`config.mk`:
```
export PLATFORM = sky130hd
export DESIGN_NAME = command_frame_receiver_top
export DESIGN_NICKNAME = d
export VERILOG_FILES = /design/src/rtl/cfr_pkg.sv /design/src/rtl/command_frame_receiver_top.sv
export SDC_FILE = /design/constraint.sdc
export NUM_CORES = 1
export LEC_CHECK = 0
export ABC_AREA = 1
export BUFFER_PORTS_ARGS = -buffer_cell sky130_fd_sc_hd__buf_2
export CAP_MARGIN = 25
export CORE_MARGIN = 4
export CORE_UTILIZATION = 60
export CTS_CLUSTER_SIZE = 20
export DETAILED_ROUTE_END_ITERATION = 7
export GPL_TIMING_DRIVEN = 0
export MAX_ROUTING_LAYER = met4
export PLACE_DENSITY_LB_ADDON = 0.15
export SYNTH_ARGS = -nofsm -noshare
export SYNTH_HDL_FRONTEND = slang
export SYNTH_SLANG_ARGS = --single-unit
```
`constraint.sdc`:
```
create_clock -name aclk -period 5 [get_ports aclk]
set_input_delay 0 -clock aclk [delete_from_list [all_inputs] [get_ports aclk]]
set_output_delay 0 -clock aclk [all_outputs]
set_load 0.1 [all_outputs]
```
`src/rtl/cfr_pkg.sv`:
```
package cfr_pkg;

    typedef enum logic [1:0] {
        PH_WAIT    = 2'd0,
        PH_HEADER  = 2'd1,
        PH_PAYLOAD = 2'd2
    } phase_t;

    typedef enum logic [2:0] {
        EV_IGNORED = 3'd0,
        EV_START   = 3'd1,
        EV_HEADER  = 3'd2,
        EV_PAYLOAD = 3'd3,
        EV_GOOD    = 3'd4,
        EV_BAD     = 3'd5,
        EV_DROPPED = 3'd6
    } event_t;

    typedef enum logic {
        REG_START_MARKER = 1'b0,
        REG_MAX_PAYLOAD  = 1'b1
    } cfg_index_t;

    localparam logic [7:0] START_MARKER_RESET = 8'd170;
    localparam logic [7:0] MAX_PAYLOAD_RESET  = 8'd252;
    localparam logic [8:0] HEADER_BYTES       = 9'd3;
    localparam logic [8:0] CMD_BYTE_COUNT     = 9'd2;

endpackage

```
`src/rtl/command_frame_receiver_top.sv`:
```
// Command frame receiver. Takes one received byte per transaction on the s_ side and
// returns exactly one result transaction per byte on the m_ side, in order. Frames are
// start_marker, command, length, payload[length], check; the check byte is compared
// with the XOR of all earlier frame bytes. Payload bytes stream out as they arrive.
// A frame whose length exceeds max_payload is dropped at its length byte. Each byte
// passes through an input register and a result register, so a byte is accepted every
// cycle while the m_ side is ready; the frame-state decode between the two registers is
// combinational. Write cfg registers only while idle.
module command_frame_receiver_top (
    input  logic        aclk,
    input  logic        aresetn,
    input  logic        cfg_we,
    input  logic [0:0]  cfg_index,
    input  logic [7:0]  cfg_wdata,
    input  logic        s_tvalid,
    output logic        s_tready,
    input  logic [7:0]  s_tdata,   // [7:0] rx_byte
    output logic        m_tvalid,
    input  logic        m_tready,
    output logic [31:0] m_tdata,   // [7:0] command_code, [15:8] frame_length,
                                   // [23:16] data_byte, [31:24] data_index
    output logic [2:0]  m_tuser,   // [2:0] event_res
    output logic        m_tlast    // frame_end
);

    logic [7:0]      start_marker_reg;
    logic [7:0]      max_payload_reg;

    logic            in_valid_reg;
    logic [7:0]      in_byte_reg;

    cfr_pkg::phase_t phase_reg, phase_next;
    logic [8:0]      byte_count_reg, byte_count_next;
    logic [7:0]      length_reg, length_next;
    logic [7:0]      command_reg, command_next;
    logic [7:0]      check_reg, check_next;

    cfr_pkg::event_t ev_next;
    logic [7:0]      cmd_next, len_next, dbyte_next, didx_next;
    logic            fend_next;
    logic [8:0]      payload_end;

    logic            out_valid_reg;
    cfr_pkg::event_t ev_reg;
    logic [7:0]      cmd_reg, len_reg, dbyte_reg, didx_reg;
    logic            fend_reg;

    logic            advance;

    assign advance  = in_valid_reg && (!out_valid_reg || m_tready);
    assign s_tready = !in_valid_reg || advance;

    always_ff @(posedge aclk) begin
        if (!aresetn) begin
            start_marker_reg <= cfr_pkg::START_MARKER_RESET;
            max_payload_reg  <= cfr_pkg::MAX_PAYLOAD_RESET;
        end else if (cfg_we) begin
            case (cfr_pkg::cfg_index_t'(cfg_index))
                cfr_pkg::REG_START_MARKER: start_marker_reg <= cfg_wdata;
                cfr_pkg::REG_MAX_PAYLOAD:  max_payload_reg  <= cfg_wdata;
                default: ;
            endcase
        end
    end

    always_ff @(posedge aclk) begin
        if (!aresetn) begin
            in_valid_reg <= 1'b0;
        end else if (s_tready) begin
            in_valid_reg <= s_tvalid;
        end
    end

    always_ff @(posedge aclk) begin
        if (s_tready && s_tvalid) begin
            in_byte_reg <= s_tdata;
        end
    end

    assign payload_end = cfr_pkg::HEADER_BYTES + {1'b0, length_reg};

    always_comb begin
        phase_next      = phase_reg;
        byte_count_next = byte_count_reg;
        length_next     = length_reg;
        command_next    = command_reg;
        check_next      = check_reg;
        ev_next         = cfr_pkg::EV_IGNORED;
        cmd_next        = 8'd0;
        len_next        = 8'd0;
        dbyte_next      = 8'd0;
        didx_next       = 8'd0;
        fend_next       = 1'b0;
        case (phase_reg)
            cfr_pkg::PH_WAIT: begin
                if (in_byte_reg == start_marker_reg) begin
                    check_next      = in_byte_reg;
                    byte_count_next = 9'd1;
                    length_next     = 8'd0;
                    command_next    = 8'd0;
                    phase_next      = cfr_pkg::PH_HEADER;
                    ev_next         = cfr_pkg::EV_START;
                end
            end
            cfr_pkg::PH_HEADER: begin
                if (byte_count_reg <= 9'd1) begin
                    command_next    = in_byte_reg;
                    check_next      = check_reg ^ in_byte_reg;
                    byte_count_next = cfr_pkg::CMD_BYTE_COUNT;
                    ev_next         = cfr_pkg::EV_HEADER;
                    cmd_next        = in_byte_reg;
                end else begin
                    cmd_next = command_reg;
                    len_next = in_byte_reg;
                    if (in_byte_reg > max_payload_reg) begin
                        ev_next         = cfr_pkg::EV_DROPPED;
                        fend_next       = 1'b1;
                        phase_next      = cfr_pkg::PH_WAIT;
                        byte_count_next = 9'd0;
                        length_next     = 8'd0;
                        command_next    = 8'd0;
                        check_next      = 8'd0;
                    end else begin
                        length_next     = in_byte_reg;
                        check_next      = check_reg ^ in_byte_reg;
                        byte_count_next = cfr_pkg::HEADER_BYTES;
                        phase_next      = cfr_pkg::PH_PAYLOAD;
                        ev_next         = cfr_pkg::EV_HEADER;
                    end
                end
            end
            cfr_pkg::PH_PAYLOAD: begin
                cmd_next = command_reg;
                len_next = length_reg;
                if (byte_count_reg < payload_end) begin
                    ev_next         = cfr_pkg::EV_PAYLOAD;
                    dbyte_next      = in_byte_reg;
                    didx_next       = 8'(byte_count_reg - cfr_pkg::HEADER_BYTES);
                    check_next      = check_reg ^ in_byte_reg;
                    byte_count_next = byte_count_reg + 9'd1;
                end else begin
                    ev_next         = (check_reg == in_byte_reg) ? cfr_pkg::EV_GOOD
                                                                 : cfr_pkg::EV_BAD;
                    fend_next       = 1'b1;
                    phase_next      = cfr_pkg::PH_WAIT;
                    byte_count_next = 9'd0;
                    length_next     = 8'd0;
                    command_next    = 8'd0;
                    check_next      = 8'd0;
                end
            end
            default: begin
                phase_next      = cfr_pkg::PH_WAIT;
                byte_count_next = 9'd0;
                length_next     = 8'd0;
                command_next    = 8'd0;
                check_next      = 8'd0;
            end
        endcase
    end

    always_ff @(posedge aclk) begin
        if (!aresetn) begin
            phase_reg      <= cfr_pkg::PH_WAIT;
            byte_count_reg <= 9'd0;
            length_reg     <= 8'd0;
            command_reg    <= 8'd0;
            check_reg      <= 8'd0;
        end else if (advance) begin
            phase_reg      <= phase_next;
            byte_count_reg <= byte_count_next;
            length_reg     <= length_next;
            command_reg    <= command_next;
            check_reg      <= check_next;
        end
    end

    always_ff @(posedge aclk) begin
        if (!aresetn) begin
            out_valid_reg <= 1'b0;
        end else if (advance) begin
            out_valid_reg <= 1'b1;
        end else if (m_tready) begin
            out_valid_reg <= 1'b0;
        end
    end

    always_ff @(posedge aclk) begin
        if (advance) begin
            ev_reg    <= ev_next;
            cmd_reg   <= cmd_next;
            len_reg   <= len_next;
            dbyte_reg <= dbyte_next;
            didx_reg  <= didx_next;
            fend_reg  <= fend_next;
        end
    end

    assign m_tvalid = out_valid_reg;
    assign m_tdata  = {didx_reg, dbyte_reg, len_reg, cmd_reg};
    assign m_tuser  = ev_reg;
    assign m_tlast  = fend_reg;

endmodule
```
Word-level counts from Yosys, hierarchy flattened
Index checks and enable logic that the tools add are counted.
{"block": "totals", "mem_bits_rw": 0, "regBits": 97, "latch_bits": 0, "word_cells": 85, "memories": 0, "romBits": 0, "input_bits": 22, "output_inout_bits": 38}
{"block": "classes", "div_mod_pow": 0, "magnitude_cmp": 3, "shifts": 0, "n_reduce_logical": 14, "eq_ne": 8, "addsub": 3, "bitwise": 2, "multipliers": 0, "mux": 39}
{"operator": "$mux 8", "n": 12}
{"operator": "$pmux 8 s3", "n": 3}
{"operator": "$pmux 8 s2", "n": 2}
{"operator": "$pmux 9 s3", "n": 1}
{"operator": "$mux 9", "n": 2}
{"operator": "$eq 8x8->1", "n": 2}
{"operator": "$mux 2", "n": 6}
{"operator": "$add 2x8->9 const A", "n": 1}
{"operator": "$add 9x1->9 const B", "n": 1}
{"operator": "$le 9x1->1 const B", "n": 1}
{"operator": "$lt 9x9->1", "n": 1}
{"operator": "$mux 3", "n": 3}
{"operator": "$pmux 3 s3", "n": 1}
{"operator": "$gt 8x8->1", "n": 1}
{"operator": "$reduce_and 2->1", "n": 4}
{"operator": "$reduce_and 4->1", "n": 2}
{"operator": "$sub 8x2->8 const B", "n": 1}
{"operator": "$xor 8x8->8", "n": 1}
{"operator": "$mux 1", "n": 7}
{"operator": "$ne 2x2->1 const B", "n": 3}
{"operator": "$pmux 2 s3", "n": 1}
{"operator": "$ne 3x3->1 const B", "n": 1}
{"operator": "$eq 2x1->1 const B", "n": 1}
{"operator": "$eq 2x2->1 const B", "n": 1}
{"operator": "other kinds (7)", "n": 10}

Depth between registers and ports, before layout
Gate-level depths: netlist of the first run.
{"block": "depth", "depth_word": 5, "ltp_mapped": 19, "ltp_nobuf": 18}

Worst setup path after synthesis of the first run
No wires, ideal clock.
{"block": "synth_path", "kind": "register -> register", "start": "register out_valid_reg, in the netlist m_tvalid", "end": "register command_reg[5]", "path_stages_with_launch": 10, "t_arrival_ns": 3.561, "slack_ns": 1.327, "setup_time_ns": 0.113, "synth_period_minus_slack_ns": 3.673, "t_required_ns": 4.887, "path_buffers": 1, "path_cell_list": "dfxtp_1 > a21oi_1 > nand2_4 > nor2_4 > inv_2 > nor2_8 > buf_6 > nand2_1 > nand2_1 > nor2_1"}
{"block": "synth_between", "elab_chain_cells": 4}
{"item": "start, declared", "line": "command_frame_receiver_top.sv:43", "text": "logic out_valid_reg;"}
{"item": "start signal, assigned", "line": "command_frame_receiver_top.sv:180", "text": "out_valid_reg <= 1'b0;"}
{"item": "start signal, assigned", "line": "command_frame_receiver_top.sv:182", "text": "out_valid_reg <= 1'b1;"}
{"item": "start signal, assigned", "line": "command_frame_receiver_top.sv:184", "text": "out_valid_reg <= 1'b0;"}
{"item": "$logic_not 1->1", "line": "command_frame_receiver_top.sv:50", "text": "assign advance = in_valid_reg && (!out_valid_reg || m_tready);"}
{"item": "$logic_or 1x1->1", "line": "command_frame_receiver_top.sv:50"}
{"item": "$logic_and 1x1->1", "line": "command_frame_receiver_top.sv:50"}
{"item": "net advance", "line": "command_frame_receiver_top.sv:48", "text": "logic advance;"}
{"item": "$reduce_and 4->1 (no source line)"}
{"item": "end signal, assigned", "line": "command_frame_receiver_top.sv:173", "text": "command_reg <= command_next;"}
{"item": "end, declared", "line": "command_frame_receiver_top.sv:35", "text": "logic [7:0] command_reg, command_next;"}
The timed path passes the listed nets, and every way through them passes these cells.
A chain may end at the register's enable or synchronous reset.

Worst setup path after layout of the first run
{"block": "layout_path", "start": "register length_reg[0]", "end": "register dbyte_reg[1] (data pin)"}
{"block": "layout_between", "elab_chain_cells": 3}
{"item": "start, declared", "line": "command_frame_receiver_top.sv:34", "text": "logic [7:0] length_reg, length_next;"}
{"item": "start signal, assigned", "line": "command_frame_receiver_top.sv:172", "text": "length_reg <= length_next;"}
{"item": "$add 2x8->9", "line": "command_frame_receiver_top.sv:80", "text": "assign payload_end = cfr_pkg::HEADER_BYTES + {1'b0, length_reg};"}
{"item": "$lt 9x9->1", "line": "command_frame_receiver_top.sv:135", "text": "if (byte_count_reg < payload_end) begin"}
{"item": "$reduce_and 2->1 (no source line)"}
{"item": "end signal, assigned", "line": "command_frame_receiver_top.sv:193", "text": "dbyte_reg <= dbyte_next;"}
{"item": "end, declared", "line": "command_frame_receiver_top.sv:45", "text": "logic [7:0] cmd_reg, len_reg, dbyte_reg, didx_reg;"}
No other way between the ends.

==> out/metrics.cfg, run 1 <==
[cts]
post_cts_resized = 0
cts_max_level = 3
clock-sinks = 97
clk_pin_slew_ps = 100
holdBufCountCts = 19
clk_latency_ps = 360
clockRootBuffer = clkbuf_8
cts_setup_buffers = 0
cts_tree = yes
clockBufferDepth = 2
numCtsBuffers = 9

[logic_synthesis]
ys_ff_latch = 97
ys_types = 38
ys_seq_area_share_pct = 48.8
synth_area_per_cell_um2 = 8.34
yosysTopAreaCell = edfxtp_1
yosys_warnings = 0
syn_nets = 630
ys_top_cells_by_area = edfxtp_1, dfxtp_1, nand2_1
yosysTopAreaCellShare_pct = 27.1
synth_cells = 585
synth_area_mm2 = 0.00488

[detailed_routing]
drc_errors = 0
met3_length_um = 634
met2_length_mm = 5.68
routed_wl_mm = 11.5
routed_via_density = 5.29
met1_length_mm = 4.76
drt_pass1_iterations = 5
wire_per_inst_um = 14.7
antenna_left = 0
dr.first_iter.drc_count = 245
via_count = 4129
highest_layer = met4

[placed_design]
gp_congestion = 0.848
io_buffers = 58
dp_slack_ps = 1920
dp_hpwl_mm = 8.12

[worst_setup_path]
critPathBufInv = 3
regToRegEndpoint = dbyte_reg[1]$_SDFFCE_PN0P_
cp.depth = 13
cp.required_ps = 5110
cp_cell_sequence = inv_1 > ha_1 > nor3_1 > nand3_1 > nor2_1 > nand2_1 > ha_1 > nand2_1 > o21a_1 > nand3_1 > buf_2 > buf_1 > nor2_1
crit_slowest_cell = dfxtp_1
r2r_start = length_reg[0]$_SDFFE_PN0P_
crit_path_start_kind = flip-flop
critical_path_arrival_ps = 3160
cp-startpoint = length_reg[0]$_SDFFE_PN0P_
cp-end-kind = flip-flop
path_class = flip-flop to flip-flop
cp_top_family = simple AND/OR/NAND/NOR gates
cp_max_fo = 10
critPathCapture = dbyte_reg[1]$_SDFFCE_PN0P_
max_stage_delay_ps = 390
r2r_cells = 13
rrSetupSlack_ps = 1950

[final_layout]
layout_commonest_cell = nand2_1
synthToLayoutAreaGrowth_pct = 16.7
fillers = 617
layout_common_cells = nand2_1, buf_2, nor2_1
nets = 719
largest_register_ffs = 9
drive_above_1_share_pct = 16.2
diodes = 0

[floorplanning]
initial_core_util_pct = 62.5
die_h_um = 98.2
std_cell_rows = 32
dieArea_mm2 = 0.00964
design.core.area_mm2 = 0.00781
die-width_um = 98.2
io_pins = 60

[grt]
grt.overflow.total = 0
grt_max_degree = 20
grt_pass1_wl_mm = 19.2
antenna_found_initial = 0
grt_use_total_pct = 25.3
grt_pass1_vias = 4091

[sta]
finalSetupTns_ps = 0
slew_headroom_pct = 53.0
tightest_slew_ps = 704
finalHoldViolCount = 0
fin_ws_ps = 1950
rsz0062_at_grt = no
finalCritPeriodShare_pct = 60.9
maxSlewViolCount = 0
period_needed_ps = 3050
setup_violations = 0
max_freq_ghz = 0.328
fin_skew_ps = 9.39

[hold_path]
hold_class = primary input to flip-flop

[pwr]
leakagePower_uw = 0.00246
p_total_uw = 1540
power_density_mw_per_mm2 = 270
ir_drop_mv = 0.178

[flow_run]
timing.max_cap.violations = 0

[run_status]
status = complete, no violations

## synthesized netlist by cell type
library cell and count:
nor2_2 2, nor3b_1 1, inv_4 1, nand3b_1 1, nand2_1 171, o21ai_0 12, xor2_1 12, a211oi_1 1
clkinv_1 1, clkbuf_1 9, inv_2 4, buf_4 3, ha_1 23, a21oi_1 50, xnor2_2 1, nand4_1 4
buf_1 1, nor4_4 1, o21ai_1 1, nand3_1 17, a21o_1 1, a31oi_1 1, nor3_1 3, or2_2 3
inv_1 57, dfxtp_1 53, nand2_4 2, nand2_2 3, o21a_1 1, o21bai_1 1, xnor2_1 15, buf_6 5
nor2_4 3, nor2_1 63, o211ai_1 7, buf_2 6, edfxtp_1 44, nor2_8 1
## worst register-to-register path: cells and delay by family (launching register included)
family	cells	cell delay (ps)
AOI/OAI and AO/OA	1	200
adders and majority gates	2	520
buffers and inverters	3	690
DFF	1	390
and+or+nand+nor	7	980
## worst min-delay path by stage
stage,startpoint,slack (ps),depth (start not counted),end
2_1_floorplan,s_tdata[0],100,0,in_byte_reg[0]$_DFFE_PP_
3_3_place_gp,s_tdata[0],180,1,in_byte_reg[0]$_DFFE_PP_
3_5_place_dp,s_tdata[0],180,1,in_byte_reg[0]$_DFFE_PP_
4_1_cts,cfg_index,5,3,max_payload_reg[1]$_SDFFE_PN0P_
5_1_grt,cfg_index,10,3,max_payload_reg[1]$_SDFFE_PN0P_
6_report,cfg_index,20,3,max_payload_reg[1]$_SDFFE_PN0P_
## where the power goes
| part | total (µW) | switching (µW) | internal (µW) | leakage [µW] |
|---|---|---|---|---|
| Combinational | 214 | 158 | 56.2 | 0.00152 |
| Sequential | 862 | 10.1 | 852 | 0.000857 |
| Clock | 464 | 281 | 183 | 0.0000831 |
| Total | 1540 | 449 | 1090 | 0.00246 |
## cells by family (layout without fill, tap and decap cells)
group           after synthesis  in the layout  synth area share [%]
simple gates                275            275                  23.9
flops                        97             97                  48.8
buf+inv                      87            181                  7.90
fa+ha+maj                    23             23                  5.90
xor+xnor                     28             28                  5.18
compound gates               75             75                  8.28
## stage by stage
step	instance area, µm²	std cells	hold WS (ps)	utilization (%)
final	5700	781	24.1	72.9
after global routing	5700	781	13.5	72.9
after CTS	5700	781	5.08	72.9
after detailed placement	5340	746	178	68.3
after global placement	5300	745	177	67.8
after floorplan	4880	585	98.9	-
## routing by layer
layer	GRT usage [%]	vias up
li1	-	2040
met2	41.5	134
met1	30.7	1918
met4	11.4	0
met3	4.21	37
met5	-	-
## final cells by class
cell class,instances,area (µm²),share of cell area (%)
buffer,24,146,2.57
clock buffer,10,128,2.24
clock inverter,6,42.5,0.747
inverter,63,239,4.20
multi-input combinational,401,2120,37.3
sequential,97,2380,41.8
tap,102,128,2.24
timing repair buffer,78,508,8.92
Power figures use the tool's default switching activity.
==> run 2, diff against run 1 <==
--- a/config.mk
+++ b/config.mk
@@ -9,7 +9,7 @@
 export BUFFER_PORTS_ARGS = -buffer_cell sky130_fd_sc_hd__buf_2
 export CAP_MARGIN = 25
 export CORE_MARGIN = 4
-export CORE_UTILIZATION = 60
+export CORE_UTILIZATION = 58
 export CTS_CLUSTER_SIZE = 20
 export DETAILED_ROUTE_END_ITERATION = 7
 export GPL_TIMING_DRIVEN = 0
==> constraint.sdc (replaced) <==
create_clock -name aclk -period 3.2 [get_ports aclk]
set_input_delay 0 -clock aclk [delete_from_list [all_inputs] [get_ports aclk]]
set_output_delay 0 -clock aclk [all_outputs]
set_load 0.1 [all_outputs]
==> run 2 against run 1 <==
Against the previous run: global-route usage is 1.5 points lower; sequential share of layout area shrank 0.14 points; die area is 3.2% higher; non-clock buffer count is 1 higher; setup slack got worse by 1700 ps; sequential power increased by 57%; fmax is 3.8% higher; clock skew up 0.69 ps; final area is 0.33% higher; final cell count up 0.51%; combinational power is 56% higher; largest cell class unchanged.
==> out/metrics.cfg, run 2 (same netlist as run 1, synthesis figures left out) <==
[grt]
grt_pass1_wl_mm = 18.2
grt_max_degree = 20
antenna_found_initial = 0
grt.overflow.total = 0
grt_pass1_vias = 3824
grt_use_total_pct = 23.8

[floorplanning]
std_cell_rows = 33
die_h_um = 99.7
design.core.area_mm2 = 0.00822
die-width_um = 99.7
dieArea_mm2 = 0.00994
io_pins = 60
initial_core_util_pct = 59.4

[placed_design]
io_buffers = 58
dp_slack_ps = 195
gp_congestion = 0.867
dp_hpwl_mm = 7.89
dp.cells = 749

[cts]
cts_setup_buffers = 0
clk_pin_slew_ps = 90
clock-sinks = 97
cts_tree = yes
clockRootBuffer = clkbuf_8
cts_max_level = 3
clk_latency_ps = 360
clockBufferDepth = 2
numCtsBuffers = 9

[detailed_routing]
dr.first_iter.drc_count = 233
routed_wl_mm = 10.9
routed_via_density = 5.14
wire_per_inst_um = 13.9
drt_pass1_iterations = 5
antenna_left = 0
drc_errors = 0
via_count = 4033

[sta]
rsz0062_at_grt = no
period_needed_ps = 2930
tightest_slew_ps = 719
fin_ws_ps = 267
finalCritPeriodShare_pct = 91.7
slew_headroom_pct = 52.0
setup_violations = 0
fin_skew_ps = 10.1
finalHoldViolCount = 0
max_freq_ghz = 0.341
finalSetupTns_ps = 0
maxSlewViolCount = 0

[worst_setup_path]
crit_slowest_cell = dfxtp_1
cp.required_ps = 3490
crit_path_start_kind = flip-flop
path_class = flip-flop to flip-flop
critical_path_arrival_ps = 3220
cp_cell_sequence = inv_1 > ha_1 > nor3_1 > nand3_1 > xor2_1 > ha_1 > a21oi_1 > o21a_1 > nand3_1 > buf_2 > or2_2 > nand3_1 > nand2_1 > a21oi_1
crit_path_frequent_cell = nand3_1
max_stage_delay_ps = 380
cp_max_fo = 10
cp-end-kind = flip-flop

[run_status]
status = complete, no violations

[final_layout]
largest_register_ffs = 9
synthToLayoutAreaGrowth_pct = 17.1
layout_commonest_cell = nand2_1
nets = 720
layout.cells.non_filler = 785
layout_common_cells = nand2_1, buf_2, nor2_1
diodes = 0
drive_above_1_share_pct = 16.5

[pwr]
ir_drop_mv = 0.324
power_density_mw_per_mm2 = 419
leakagePower_uw = 0.00246

[flow_run]
timing.max_cap.violations = 0

[hold_path]
hold_class = primary input to flip-flop

==> run 2: changes by cell type in the layout (fill, tap and decap cells not counted) <==
cell	before	now
o21ai_1	1	0
dlygate4sd3_1	19	20
clkbuf_2	0	1
buf_1	1	0
o21ai_2	0	1
==> run 2: metrics by stage <==
step | total power, µW | instance area (µm²) | util (%) | hold slack [ps]
floorplan | 1620 | 4880 | - | 98.9
global placement | 1680 | 5300 | 64.6 | 177
detailed placement | 1690 | 5340 | 65.0 | 178
CTS | 2410 | 5710 | 69.5 | 55.4
global route | 2490 | 5710 | 69.5 | 121
finish | 2390 | 5710 | 69.5 | 81.9
==> run 2: worst max-delay path: cells and delay by family (launching register included) <==
family          cells  cell delay, ps
compound gates      3             430
flops               1             380
fa+ha+maj           2             520
buf+inv             2             310
simple gates        6            1040
xor+xnor            1             170
==> run 2: path summary, 6_finish.rpt <==
kind	start	endpoint	slack, ps	cells after the start
max	length_reg[0]$_SDFFE_PN0P_	byte_count_reg[1]$_SDFFE_PN0P_	270	14
min	cfg_we	max_payload_reg[0]$_SDFFE_PN0P_	80	4
max reg2reg	length_reg[0]$_SDFFE_PN0P_	byte_count_reg[1]$_SDFFE_PN0P_	270	14
min reg2reg	max_payload_reg[1]$_SDFFE_PN0P_	max_payload_reg[1]$_SDFFE_PN0P_	480	2
==> run 2: repair_timing <==
| item | 4_1_cts | 5_1_grt |
|---|---|---|
| hold buffers | 20 | 0 |
| setup endpoints to repair | 0 | 16 |
| hold endpoints to repair | 26 | 0 |
| resized for setup | 0 | 2 |
==> run 2: cell type report <==
cell class              instances  area (µm²)
multi-input cells             401        2130
flip-flops and latches         97        2380
well taps                     105         131
inverters                      63         239
plain buffers                  24         148
clock inverters                 6        42.5
clock buffers                  10         128
fillers                       641        2500
repair buffers                 79         518
==> run 2: power breakdown <==
group	total [µW]	switching, µW	internal (µW)
Sequential	1350	15.2	1330
Combinational	334	245	89.0
Clock	713	428	286
Total	2390	688	1710
==> run 2: per-layer routing <==
metal	vias to the layer above	share of wire, %	GRT usage, %
met1	1878	44	30.2
met3	17	5.1	3.86
met2	90	50	39.5
met4	0	1.6	6.62
li1	2048	-	-
met5	-	0	-
==> run 3, diff against run 2 <==
--- a/config.mk
+++ b/config.mk
@@ -8,7 +8,8 @@
 export ABC_AREA = 1
 export BUFFER_PORTS_ARGS = -buffer_cell sky130_fd_sc_hd__buf_2
 export CAP_MARGIN = 25
-export CORE_MARGIN = 4
+export CORE_ASPECT_RATIO = 1.4
+export CORE_MARGIN = 8
 export CORE_UTILIZATION = 58
 export CTS_CLUSTER_SIZE = 20
 export DETAILED_ROUTE_END_ITERATION = 7
==> run 3 against run 2 <==
Against the previous run: count of clock-buffer cells in the layout is the same; non-clock buffer count is the same; final area rose by 2.5%; via count is 2.0% higher; final cell count is 0.38% lower.
==> out/metrics.cfg, run 3 (same netlist as run 1, synthesis figures left out) <==
[grt]
grt.overflow.total = 0
grt_max_degree = 27
gr-usage-met2_pct = 39.3
grt_use_total_pct = 21.8
grtUsageMet1_pct = 21.3
antenna_found_initial = 0
use_met3_pct = 3.56
grt_pass1_vias = 4163
grt_pass1_wl_mm = 19.6
grt-busiest-layer = met2

[final_layout]
layout.cells.non_filler = 782
nets = 720
fillers = 670
drive_above_1_share_pct = 16.8
seq_area_mm2 = 0.00238
synthToLayoutAreaGrowth_pct = 20.1
layout_common_cells = nand2_1, buf_2, nor2_1
diodes = 0
layout_commonest_cell = nand2_1
largest_register_ffs = 9
multiInputGateArea_mm2 = 0.00213

[cts]
clk_latency_ps = 350
cts_tree = yes
clockRootBuffer = clkbuf_16
clockBufferDepth = 2
cts_max_level = 3
numCtsBuffers = 9
clk_pin_slew_ps = 70
cts_setup_buffers = 0
clock-sinks = 97

[placed_design]
gp_congestion = 0.895
io_buffers = 58
dp_hpwl_mm = 8.77
dp.cells = 746

[worst_setup_path]
cp-end-kind = flip-flop
rrSetupSlack_ps = 320
cp.required_ps = 3480
cp_top_family = simple AND/OR/NAND/NOR gates
critical_path_arrival_ps = 3160
max_stage_delay_ps = 360
regToRegEndpoint = byte_count_reg[1]$_SDFFE_PN0P_
cp_cell_sequence = inv_1 > ha_1 > nor3_2 > nand3_1 > nor2_1 > nand2_1 > ha_1 > a21oi_1 > o21a_1 > nand3_1 > buf_2 > or2_2 > nand3_1 > nand2_1 > a21oi_1
path_class = flip-flop to flip-flop
crit_path_start_kind = flip-flop
crit_path_frequent_cell = nand3_1
crit_slowest_cell = dfxtp_1
r2r_cells = 15
critPathBufInv = 2
cp_max_fo = 10
r2r_start = length_reg[0]$_SDFFE_PN0P_

[pwr]
power_density_mw_per_mm2 = 483
pwr-share-clk_pct = 40.6
leakagePower_uw = 0.00253
p_comb_share_pct = 11.8
p_total_uw = 2830
p_sw_uw = 752
netSwitchingFraction_pct = 26.5
ir_drop_mv = 0.467
intPower_uw = 2080
pwr-share-seq_pct = 47.6

[sta]
period_needed_ps = 2880
rsz0062_at_grt = no
tightest_slew_ps = 537
finalHoldViolCount = 0
finalCritPeriodShare_pct = 90.0
slew_headroom_pct = 64.2
setup_violations = 0
maxSlewViolCount = 0
finalSetupTns_ps = 0
max_freq_ghz = 0.347
fin_skew_ps = 8.77

[detailed_routing]
routed_wl_mm = 12.0
drt_pass1_iterations = 4
routed_via_density = 5.26
drc_errors = 0
antenna_left = 0
dr.first_iter.drc_count = 227
via_count = 4115
wire_per_inst_um = 15.4

[flow_run]
timing.max_cap.violations = 0

[hold_path]
hp-start = aresetn
holdPathStages = 3
hold_class = primary input to flip-flop
min_to = start_marker_reg[0]$_SDFFE_PN0P_

[floorplanning]
dieArea_mm2 = 0.0116
design.core.area_mm2 = 0.00815
io_pins = 60
initial_core_util_pct = 59.9
std_cell_rows = 39
die-width_um = 93.5
die_h_um = 125

[run_status]
status = complete, no violations

[run 3: stage by stage]
stage / utilization [%] / instance area [µm²] / setup WS, ps / hold WS (ps)
detailed placement: 65.4 / 5330 / 78.2 / 178
floorplan: - / 4880 / 401 / 98.9
global placement: 65.0 / 5300 / 127 / 176
finish: 71.9 / 5860 / 318 / 142
global route: 71.9 / 5860 / 62.8 / 162
CTS: 71.8 / 5850 / 61.7 / 117
[run 3: repair_timing]
item | CTS | global route
gates resized for setup | 0 | 4
hold endpoints to repair | 26 | 0
setup endpoints to repair | 0 | 21
hold buffers | 20 | 0
[run 3: worst max-delay path by stage]
stage	end	start	depth (start not counted)	slack [ps]
floorplan	command_reg[5]$_SDFFE_PN0P_	m_tvalid$_SDFFE_PN0P_	9	400
global route	command_reg[6]$_SDFFE_PN0P_	length_reg[0]$_SDFFE_PN0P_	19	60
CTS	dbyte_reg[4]$_SDFFCE_PN0P_	length_reg[0]$_SDFFE_PN0P_	13	60
finish	byte_count_reg[1]$_SDFFE_PN0P_	length_reg[0]$_SDFFE_PN0P_	15	320
global placement	dbyte_reg[3]$_SDFFCE_PN0P_	length_reg[0]$_SDFFE_PN0P_	13	130
detailed placement	dbyte_reg[3]$_SDFFCE_PN0P_	length_reg[0]$_SDFFE_PN0P_	13	80
[run 3: cell type report]
class / instances / share of cell area [%]
inverter: 63 / 4.08
timing repair buffer: 79 / 8.71
tap: 102 / 2.18
multi-input combinational: 401 / 36.4
sequential: 97 / 40.7
clock inverter: 6 / 1.22
buffer: 24 / 2.52
clock buffer: 10 / 4.27
[run 3: power by group through the flow]
stage / clock [µW] / sequential [µW] / combinational [µW]
floorplan: 0 / 1500 / 113
global placement: 0 / 1370 / 302
detailed placement: 0 / 1380 / 314
CTS: 1160 / 1350 / 334
global route: 1190 / 1350 / 356
finish: 1150 / 1350 / 333
[run 3: metal layers]
metal | routed length (µm) | vias up
li1 | - | 2055
met1 | 4300 | 1918
met2 | 6610 | 110
met3 | 633 | 32
met4 | 459 | 0
met5 | 0 | -
[run 3: worst reg2reg max path: cells and delay by family, from the launching register on]
family / cells / cell delay, ps
AND/OR/NAND/NOR: 8 / 1150
AO/OA/AOI/OAI: 3 / 460
flip-flops: 1 / 360
adder cells (fa/ha/maj): 2 / 530
buffers and inverters: 2 / 310
